**src/rtl/point_in_planar_polygon_3d_defines.svh**
```systemverilog
// assertion macros shared by the rtl
`ifndef POINT_IN_PLANAR_POLYGON_3D_DEFINES_SVH
`define POINT_IN_PLANAR_POLYGON_3D_DEFINES_SVH

`ifndef ASSERT_OFF

// property must hold at every clock edge out of reset
`define PIP_ASSERT(lbl, prop) \
    lbl: assert property (@(posedge i_clk) disable iff (!i_rst_n) prop) \
        else $error("pip assertion failed");

// condition must never be seen at a clock edge out of reset
`define PIP_NEVER(lbl, expr) \
    lbl: assert property (@(posedge i_clk) disable iff (!i_rst_n) !(expr)) \
        else $error("pip forbidden condition seen");

`else

`define PIP_ASSERT(lbl, prop)
`define PIP_NEVER(lbl, expr)

`endif

`endif

```
**src/rtl/pip_pkg.sv**
```systemverilog
package pip_pkg;

    // coordinate width of the request fields
    localparam int COORD_BITS       = 24;
    localparam int MAX_VERTICES_DEF = 256;

    localparam int NRM_W = 16;
    localparam int DIG_W = 16;

    // exact widths of the intermediate values
    localparam int DW = COORD_BITS + 2;       // midpoint direction
    localparam int EW = COORD_BITS + 1;       // vertex minus point
    localparam int UW = NRM_W + DW + 1;       // normal cross direction
    localparam int XW = EW + DW + 2;          // in-plane x
    localparam int YW = EW + UW + 2;          // in-plane y

    localparam int NDIG_N = (NRM_W + DIG_W - 1) / DIG_W;
    localparam int NDIG_E = (EW + DIG_W - 1) / DIG_W;
    localparam int NDIG_X = (XW + DIG_W - 1) / DIG_W;
    localparam int NDIG   = NDIG_X;
    localparam int NDW    = (NDIG > 1) ? $clog2(NDIG) : 1;

    localparam int AOPW = YW + 1;
    localparam int BOPW = NDIG * DIG_W;
    localparam int ACW  = AOPW + BOPW;

    localparam int VW = 3 * COORD_BITS;

    // action codes
    localparam logic [1:0] ACT_APPEND = 2'd0;
    localparam logic [1:0] ACT_QUERY  = 2'd1;
    localparam logic [1:0] ACT_CLEAR  = 2'd2;

    // status codes
    localparam logic [1:0] ST_OK   = 2'd0;
    localparam logic [1:0] ST_DROP = 2'd1;
    localparam logic [1:0] ST_FEW  = 2'd2;

    // configuration register indexes
    localparam logic [1:0] CFG_NX = 2'd0;
    localparam logic [1:0] CFG_NY = 2'd1;
    localparam logic [1:0] CFG_NZ = 2'd2;

    localparam logic signed [NRM_W-1:0] NZ_RESET = 16'sd16384;

    typedef struct packed {
        logic [1:0]                   action;
        logic signed [COORD_BITS-1:0] coord_x;
        logic signed [COORD_BITS-1:0] coord_y;
        logic signed [COORD_BITS-1:0] coord_z;
    } t_req;

    typedef struct packed {
        logic       inside_res;
        logic [1:0] status;
        logic [8:0] vertex_count;
    } t_res;

    // multiply-accumulate micro operations
    typedef enum logic [3:0] {
        UOP_U0A, UOP_U0B, UOP_U1A, UOP_U1B, UOP_U2A, UOP_U2B,
        UOP_X0, UOP_X1, UOP_X2, UOP_Y0, UOP_Y1, UOP_Y2,
        UOP_C0, UOP_C1
    } t_uop;

    typedef struct packed {
        logic       ld_p;
        logic       wr;
        logic       clr_cnt;
        logic       ld_prev;
        logic       ld_d;
        logic       ld_e;
        logic       mac_go;
        logic       shift;
        logic       resp;
        logic       resp_inside;
        logic [1:0] resp_status;
        t_uop       uop;
    } t_cmd;

    typedef struct packed {
        logic full;
        logic few;
        logic mid_nz;
        logic mac_busy;
        logic mac_done;
        logic acc_pos;
        logic acc_neg;
        logic y1_pos;
        logic y2_pos;
    } t_stat;

endpackage

```
**src/rtl/pip_ctrl.sv**
```systemverilog
`include "point_in_planar_polygon_3d_defines.svh"

module pip_ctrl #(
    parameter int MAX_VERTICES = pip_pkg::MAX_VERTICES_DEF
) (
    input  logic                              i_clk,
    input  logic                              i_rst_n,
    input  logic                              i_start,
    input  logic [1:0]                        i_action,
    input  pip_pkg::t_stat                    i_stat,
    input  logic [$clog2(MAX_VERTICES+1)-1:0] i_cnt,
    output logic                              o_busy,
    output pip_pkg::t_cmd                     o_cmd,
    output logic [$clog2(MAX_VERTICES)-1:0]   o_raddr
);

    localparam int AW = $clog2(MAX_VERTICES);
    localparam int CW = $clog2(MAX_VERTICES + 1);

    typedef enum logic [9:0] {
        S_IDLE  = 10'b0000000001,
        S_MRD   = 10'b0000000010,
        S_MCHK  = 10'b0000000100,
        S_MGO   = 10'b0000001000,
        S_MWAIT = 10'b0000010000,
        S_ERD   = 10'b0000100000,
        S_ELAT  = 10'b0001000000,
        S_EVAL  = 10'b0010000000,
        S_CEVAL = 10'b0100000000,
        S_ADV   = 10'b1000000000
    } t_state;

    t_state        r_state, n_state;
    logic [CW-1:0] r_rdi, n_rdi;
    pip_pkg::t_uop r_uop, n_uop;
    logic          r_par, n_par;
    logic          w_last;

    assign w_last  = (r_rdi == i_cnt);
    assign o_raddr = w_last ? '0 : r_rdi[AW-1:0];
    assign o_busy  = (r_state != S_IDLE);

    always_comb begin
        n_state = r_state;
        n_rdi   = r_rdi;
        n_uop   = r_uop;
        n_par   = r_par;
        o_cmd   = '0;
        o_cmd.uop = r_uop;
        unique case (r_state)
            S_IDLE: begin
                if (i_start) begin
                    unique case (i_action)
                        pip_pkg::ACT_APPEND: begin
                            o_cmd.resp = 1'b1;
                            if (i_stat.full) begin
                                o_cmd.resp_status = pip_pkg::ST_DROP;
                            end else begin
                                o_cmd.wr = 1'b1;
                            end
                        end
                        pip_pkg::ACT_CLEAR: begin
                            o_cmd.clr_cnt = 1'b1;
                            o_cmd.resp    = 1'b1;
                        end
                        pip_pkg::ACT_QUERY: begin
                            if (i_stat.few) begin
                                o_cmd.resp        = 1'b1;
                                o_cmd.resp_status = pip_pkg::ST_FEW;
                            end else begin
                                o_cmd.ld_p = 1'b1;
                                n_rdi      = '0;
                                n_par      = 1'b0;
                                n_state    = S_MRD;
                            end
                        end
                        default: begin
                            o_cmd.resp = 1'b1;
                        end
                    endcase
                end
            end
            S_MRD: begin
                n_state = S_MCHK;
            end
            S_MCHK: begin
                if (r_rdi == '0) begin
                    o_cmd.ld_prev = 1'b1;
                    n_rdi   = r_rdi + 1'b1;
                    n_state = S_MRD;
                end else if (i_stat.mid_nz) begin
                    o_cmd.ld_d = 1'b1;
                    n_rdi   = '0;
                    n_uop   = pip_pkg::UOP_U0A;
                    n_state = S_MGO;
                end else if (w_last) begin
                    o_cmd.resp = 1'b1;
                    n_state    = S_IDLE;
                end else begin
                    o_cmd.ld_prev = 1'b1;
                    n_rdi   = r_rdi + 1'b1;
                    n_state = S_MRD;
                end
            end
            S_MGO: begin
                o_cmd.mac_go = 1'b1;
                n_state      = S_MWAIT;
            end
            S_MWAIT: begin
                if (i_stat.mac_done) begin
                    n_state = S_MGO;
                    unique case (r_uop)
                        pip_pkg::UOP_U0A: n_uop = pip_pkg::UOP_U0B;
                        pip_pkg::UOP_U0B: n_uop = pip_pkg::UOP_U1A;
                        pip_pkg::UOP_U1A: n_uop = pip_pkg::UOP_U1B;
                        pip_pkg::UOP_U1B: n_uop = pip_pkg::UOP_U2A;
                        pip_pkg::UOP_U2A: n_uop = pip_pkg::UOP_U2B;
                        pip_pkg::UOP_U2B: n_state = S_ERD;
                        pip_pkg::UOP_X0:  n_uop = pip_pkg::UOP_X1;
                        pip_pkg::UOP_X1:  n_uop = pip_pkg::UOP_X2;
                        pip_pkg::UOP_X2:  n_uop = pip_pkg::UOP_Y0;
                        pip_pkg::UOP_Y0:  n_uop = pip_pkg::UOP_Y1;
                        pip_pkg::UOP_Y1:  n_uop = pip_pkg::UOP_Y2;
                        pip_pkg::UOP_Y2:  n_state = S_EVAL;
                        pip_pkg::UOP_C0:  n_uop = pip_pkg::UOP_C1;
                        pip_pkg::UOP_C1:  n_state = S_CEVAL;
                        default:          n_state = S_IDLE;
                    endcase
                end
            end
            S_ERD: begin
                n_state = S_ELAT;
            end
            S_ELAT: begin
                o_cmd.ld_e = 1'b1;
                n_uop      = pip_pkg::UOP_X0;
                n_state    = S_MGO;
            end
            S_EVAL: begin
                // first vertex only seeds the previous point
                if (r_rdi != '0 && (i_stat.y1_pos != i_stat.y2_pos)) begin
                    n_uop   = pip_pkg::UOP_C0;
                    n_state = S_MGO;
                end else begin
                    n_state = S_ADV;
                end
            end
            S_CEVAL: begin
                if (i_stat.y2_pos ? i_stat.acc_pos : i_stat.acc_neg) begin
                    n_par = ~r_par;
                end
                n_state = S_ADV;
            end
            S_ADV: begin
                o_cmd.shift = 1'b1;
                if (w_last) begin
                    o_cmd.resp        = 1'b1;
                    o_cmd.resp_inside = r_par;
                    n_state           = S_IDLE;
                end else begin
                    n_rdi   = r_rdi + 1'b1;
                    n_state = S_ERD;
                end
            end
            default: begin
                n_state = S_IDLE;
            end
        endcase
    end

    always_ff @(posedge i_clk) begin
        if (!i_rst_n) begin
            r_state <= S_IDLE;
            r_rdi   <= '0;
            r_uop   <= pip_pkg::UOP_U0A;
            r_par   <= 1'b0;
        end else begin
            r_state <= n_state;
            r_rdi   <= n_rdi;
            r_uop   <= n_uop;
            r_par   <= n_par;
        end
    end

    `PIP_ASSERT(a_go_mac_free, o_cmd.mac_go |-> !i_stat.mac_busy)
    `PIP_ASSERT(a_rdi_bound, (r_state == S_MRD || r_state == S_ERD) |-> (r_rdi <= i_cnt))
    `PIP_ASSERT(a_walk_needs_three, (r_state == S_MRD) |-> !i_stat.few)

endmodule

```
**config.mk**
```make
export PLATFORM = sky130hd
export DESIGN_NAME = pip_ctrl
export DESIGN_NICKNAME = d
export VERILOG_FILES = /design/src/rtl/pip_pkg.sv /design/src/rtl/pip_ctrl.sv
export VERILOG_INCLUDE_DIRS = /design/src /design/src/rtl
export SDC_FILE = /design/constraint.sdc
export NUM_CORES = 1
export LEC_CHECK = 0
export ABC_AREA = 1
export BUFFER_PORTS_ARGS = -buffer_cell sky130_fd_sc_hd__buf_4
export CAP_MARGIN = 20
export CORE_MARGIN = 1.5
export CORE_UTILIZATION = 35
export CTS_CLUSTER_SIZE = 8
export DETAILED_ROUTE_END_ITERATION = 16
export GPL_TIMING_DRIVEN = 0
export SETUP_SLACK_MARGIN = 0.1
export SYNTH_ARGS = -nofsm -noshare
export SYNTH_HDL_FRONTEND = slang
export SYNTH_SLANG_ARGS = --single-unit
```
**constraint.sdc**
```tcl
create_clock -name i_clk -period 3.3 [get_ports i_clk]
set_clock_uncertainty 0.1 [all_clocks]
set_input_delay 0.66 -clock i_clk [delete_from_list [all_inputs] [get_ports i_clk]]
set_output_delay 0.66 -clock i_clk [all_outputs]
set_load 0.005 [all_outputs]
```
---- Word level (Yosys, flattened, before mapping) ----
Cells that the tools add are included.
word-level totals
  bits in latches ......................... 0
  memories kept ........................... 0
  register bits ........................... 24
  bits in read-only memories .............. 0
  output and inout port bits .............. 25
  bits in writable memories ............... 0
cells by class
  muxes and demuxes ....................... 61
  add/subtract/negate cells ............... 1
  $mul .................................... 0
  equality and inequality tests ........... 37
  bitwise gates (word level) .............. 1
  reductions and logical operators ........ 13
  order comparisons ....................... 0
  div/mod/pow operators ................... 0
  shift-type cells ........................ 0
operators with widths
  operator                                              number
  one-hot mux 10 bit (10 select lines)                  1
  2-to-1 mux 10 bit                                     7
  2-to-1 mux 9 bit                                      6
  one-hot mux 4 bit (11 select lines)                   1
  one-hot mux 9 bit (4 select lines)                    1
  one-hot mux 9 bit (3 select lines)                    1
  2-to-1 mux 1 bit                                      26
  equality test 4 bit, second input constant            6
  equality test 4 x 3 -> 1 bit, second input constant   4
  2-to-1 mux 4 bit                                      4
  one-hot mux 4 bit (4 select lines)                    1
  inequality test 2 bit, second input constant          7
  2-to-1 mux 2 bit                                      6
  inequality test 12 bit, second input constant         1
  OR reduction 11 bit                                   1
  equality test 10 x 1 -> 1 bit, second input constant  1
  equality test 10 bit, second input constant           1
  equality test 10 x 2 -> 1 bit, second input constant  1
  equality test 10 x 3 -> 1 bit, second input constant  1
  equality test 10 x 4 -> 1 bit, second input constant  1
  equality test 10 x 5 -> 1 bit, second input constant  1
  equality test 10 x 6 -> 1 bit, second input constant  1
  equality test 10 x 7 -> 1 bit, second input constant  1
  equality test 10 x 8 -> 1 bit, second input constant  1
  28 further kinds                                      31

---- Logic depth before layout (Yosys ltp) ----
  depth in word-level cells ............... 5
  depth in mapped cells ................... 13
  depth with buffers taken out ............ 13

---- Least setup slack after synthesis ----
Ideal clock, no wire load.
  kind .................................... input to output
  start ................................... input port i_cnt[8]
  end ..................................... output port o_cmd[7] (netlist bit)
  arrival time ............................ 1.511 ns
  cell stages on the path ................. 7
  slack ................................... 1.029 ns
  cell sequence ........................... xnor2_1 -> nand2_1 -> nor2_1 -> nand2_1 -> inv_2 -> nand3_1 -> o21ai_0
RTL lines
  what                RTL line        RTL
  start: declaration  pip_ctrl.sv:11  input logic [$clog2(MAX_VERTICES+1)-1:0] i_cnt,
  end: declaration    pip_ctrl.sv:13  output pip_pkg::t_cmd o_cmd,

==> out/metrics.csv <==
stage;metric;value;unit
outcome;status;finished clean;
placed_design;gp_congestion;0.8506;
drt;routed_wl;5709;um
floorplanning;die_area;6431;um^2
setup_path;start_kind;primary input;
sta;max_freq;343.4;MHz
drt;ant_nets;0;
clock_tree;cts_sinks;24;
power;leakage;1.319;nW
sta;finalHoldViolCount;0;
clock_tree;cts_inserted_buffers;3;
setup_path;crit_path_max_fanout;8;
clock_tree;hold_buffers;0;
grt;grt_pass1_wl;9418;um
run;cap_violations;0;
synth;ys_ff_latch;24;
placed_design;dp_hpwl;4608;um
drt;wl_per_cell;12.12;um
drt;drt_iter0_drc;108;
setup_path;cp_top_family;simple AND/OR/NAND/NOR gates;
setup_path;endpoint_kind;primary output;
grt;grt-ovfl-total;0;
floorplanning;initial_core_util;36.97;%
synth;yosysSeqAreaShare;23.04;%
grt;gr-usage-all-layers;18.66;%
grt;grt_max_degree;14;
clock_tree;cts_tree;done;
synth;netlist_area;2086;um^2
sta;maxSlewViolCount;0;
setup_path;path_cells;buf_4, inv_1, nand2_1, nand2_1, nand3_1, nor2_1, nand2_1, inv_2, nand3_1, o21ai_0, buf_4;
grt;grt_pass1_vias;1978;
floorplanning;ios;48;
clock_tree;clk_pin_slew_worst_paths;0.09;ns
finish;n_antenna_cell;0;
setup_path;slowest_delay;0.26;ns
synth;ys.flop_type;dfxtp_1;
floorplanning;die_y;80.20;um
setup_path;cp.required;2.54;ns
setup_path;crit_top_cell;nand2_1;
synth;syn_nets;376;
synth;yosysTopAreaCell;dfxtp_1;
synth;async_reset_ff_share;0;%
sta;tns;0;ns
floorplanning;die_x;80.20;um
clock_tree;insertion_delay;0.27;ns
floorplanning;core;5642;um^2
power;vdd_drop_max;0.2511;mV
clock_tree;cts_max_level;1;
placed_design;portBuffers;45;
clock_tree;cts_setup_buffers;0;
drt;dr.pass1.iters;4;
synth;yosysUniqueCellTypes;34;
floorplanning;rows;27;
setup_path;arrival;2.15;ns
synth;syn-mean-instance-area;5.959;um^2
setup_path;cpMaxStageDelayCell;nand2_1;
power;power.density;534.4;nW/um^2
sta;rsz0062_at_grt;no;
finish;final_util;45.53;%
clock_tree;cts_root_buf;clkbuf_8;
setup_path;worstSetupPathType;primary input to primary output;
setup_path;critPathBufInv;4;
finish;final_layout_size_suffix_gt1_share;22.81;%
drt;vias;2296;
grt;antenna_found_initial;0;
synth;synth_edf_count;0;
synth;ys_warn_count;0;
sta;period_needed;2.912;ns
clock_tree;clk_path_buf_depth;2;
sta;maxSlewHeadroom;69.53;%
synth;synth_top_area_share;23.04;%
clock_tree;cts_resized;0;
synth;synth_area_leaders;dfxtp_1 23%, nand2_1 16%, nor2_1 11%, inv_1 7.0%, nand3_1 7.0%;
synth;syn_inst;350;
sta;tightest_slew;0.4571;ns
sta;setup_viol;0;
finish;layout.nets;426;
sta;finalCritPeriodShare;88.25;%
hold_path;worst_hold_path_type;register to register;
finish;area_growth;23.16;%
drt;via_per_inst;4.875;
drt;drc;0;
-- cells in the mapped netlist (2+ instances only) --
cell type,n
o21ai_0,7
xnor2_1,7
nor3b_1,2
nand3_2,3
or2_1,2
o21ai_1,2
dfxtp_1,24
nand3b_1,3
a21oi_1,12
inv_2,11
nor2_4,5
inv_1,39
nor3_1,11
o211ai_1,2
nand2_4,3
nor2_2,7
nor2_1,59
nand3_1,29
ha_1,3
nand2_2,7
nand2_1,88
nand4_1,11
buf_2,2
-- worst min-delay path: stages (launching register included) --
cell     delay, ns
dfxtp_1       0.35
o21ai_0       0.09
nor2_1        0.08
-- per-stage QoR --
step / area, um^2 / std cells / power (W) / setup slack (ns) / hold WS, ns
detailed placement: 2514 / 467 / 0.001171 / 0.3635 / 0.4371
global route: 2569 / 471 / 0.001497 / 0.2190 / 0.4977
global placement: 2514 / 467 / 0.001161 / 0.3883 / 0.4145
CTS: 2569 / 471 / 0.001384 / 0.3683 / 0.4585
finish: 2569 / 471 / 0.001373 / 0.3879 / 0.4504
floorplan: 2086 / 350 / 0.0009616 / 1.029 / 0.3917
-- kinds of logic after synthesis --
kind of cell	after synthesis	synth area share (%)
compound gates	26	6.839
flops	24	23.04
mux	1	0.4799
simple gates	234	54.29
buf+inv	54	10.20
fa+ha+maj	3	1.800
xor+xnor	8	3.359
-- flip-flops by register name, summed over array words and instances (netlist names) --
signal   count
r_state     10
r_rdi        9
r_uop        4
r_par        1
-- worst paths after layout --
kind / start / depth (start not counted) / end / slack (ns)
min: r_par / 2 / r_par / 0.45
max reg2reg: r_rdi[0] / 10 / r_state[0] / 1.33
min reg2reg: r_par / 2 / r_par / 0.45
max: i_cnt[3] / 11 / o_cmd[7] / 0.39
-- layout by cell type, fill, tap and decap left out, drive strengths merged --
cell type and instances:
or2 2, xnor2 7, a31oi 1, nor3b 2
nand3 33, nand4 11, inv 50, buf 48
xor2 1, mux2i 1, o21ai 9, nor2 72
nor4 1, ha 3, a21oi 12, o211ai 2
o221ai 1, clkbuf 5, nand2 98, a22oi 1
nor3 12, dfxtp 24, nand3b 3
-- cell type report --
cell class | instances | area [um^2]
Fill cell | 640 | 3073
Multi-Input combinational cell | 272 | 1393
Sequential cell | 24 | 480.5
Timing Repair Buffer | 45 | 337.8
Inverter | 50 | 187.7
Tap cell | 72 | 90.09
Clock buffer | 4 | 55.05
Buffer | 4 | 25.02
-- routing by layer --
| layer | global-route usage (%) | vias to the layer above | share of wire (%) |
|---|---|---|---|
| li1 | - | 1215 | - |
| met1 | 26.43 | 1024 | 49 |
| met2 | 30.59 | 55 | 45 |
| met3 | 1.818 | 2 | 5.1 |
| met4 | 3.621 | 0 | 0.61 |
| met5 | 0 | - | 0 |
-- power breakdown --
| group | leakage (nW) | internal, W | switching (W) |
|---|---|---|---|
| clock network | 0.0288 | 0.000107 | 0.000102 |
| registers | 0.194 | 0.000318 | 0.0000342 |
| logic | 1.10 | 0.000306 | 0.000506 |
Power figures use the tool's default switching activity.
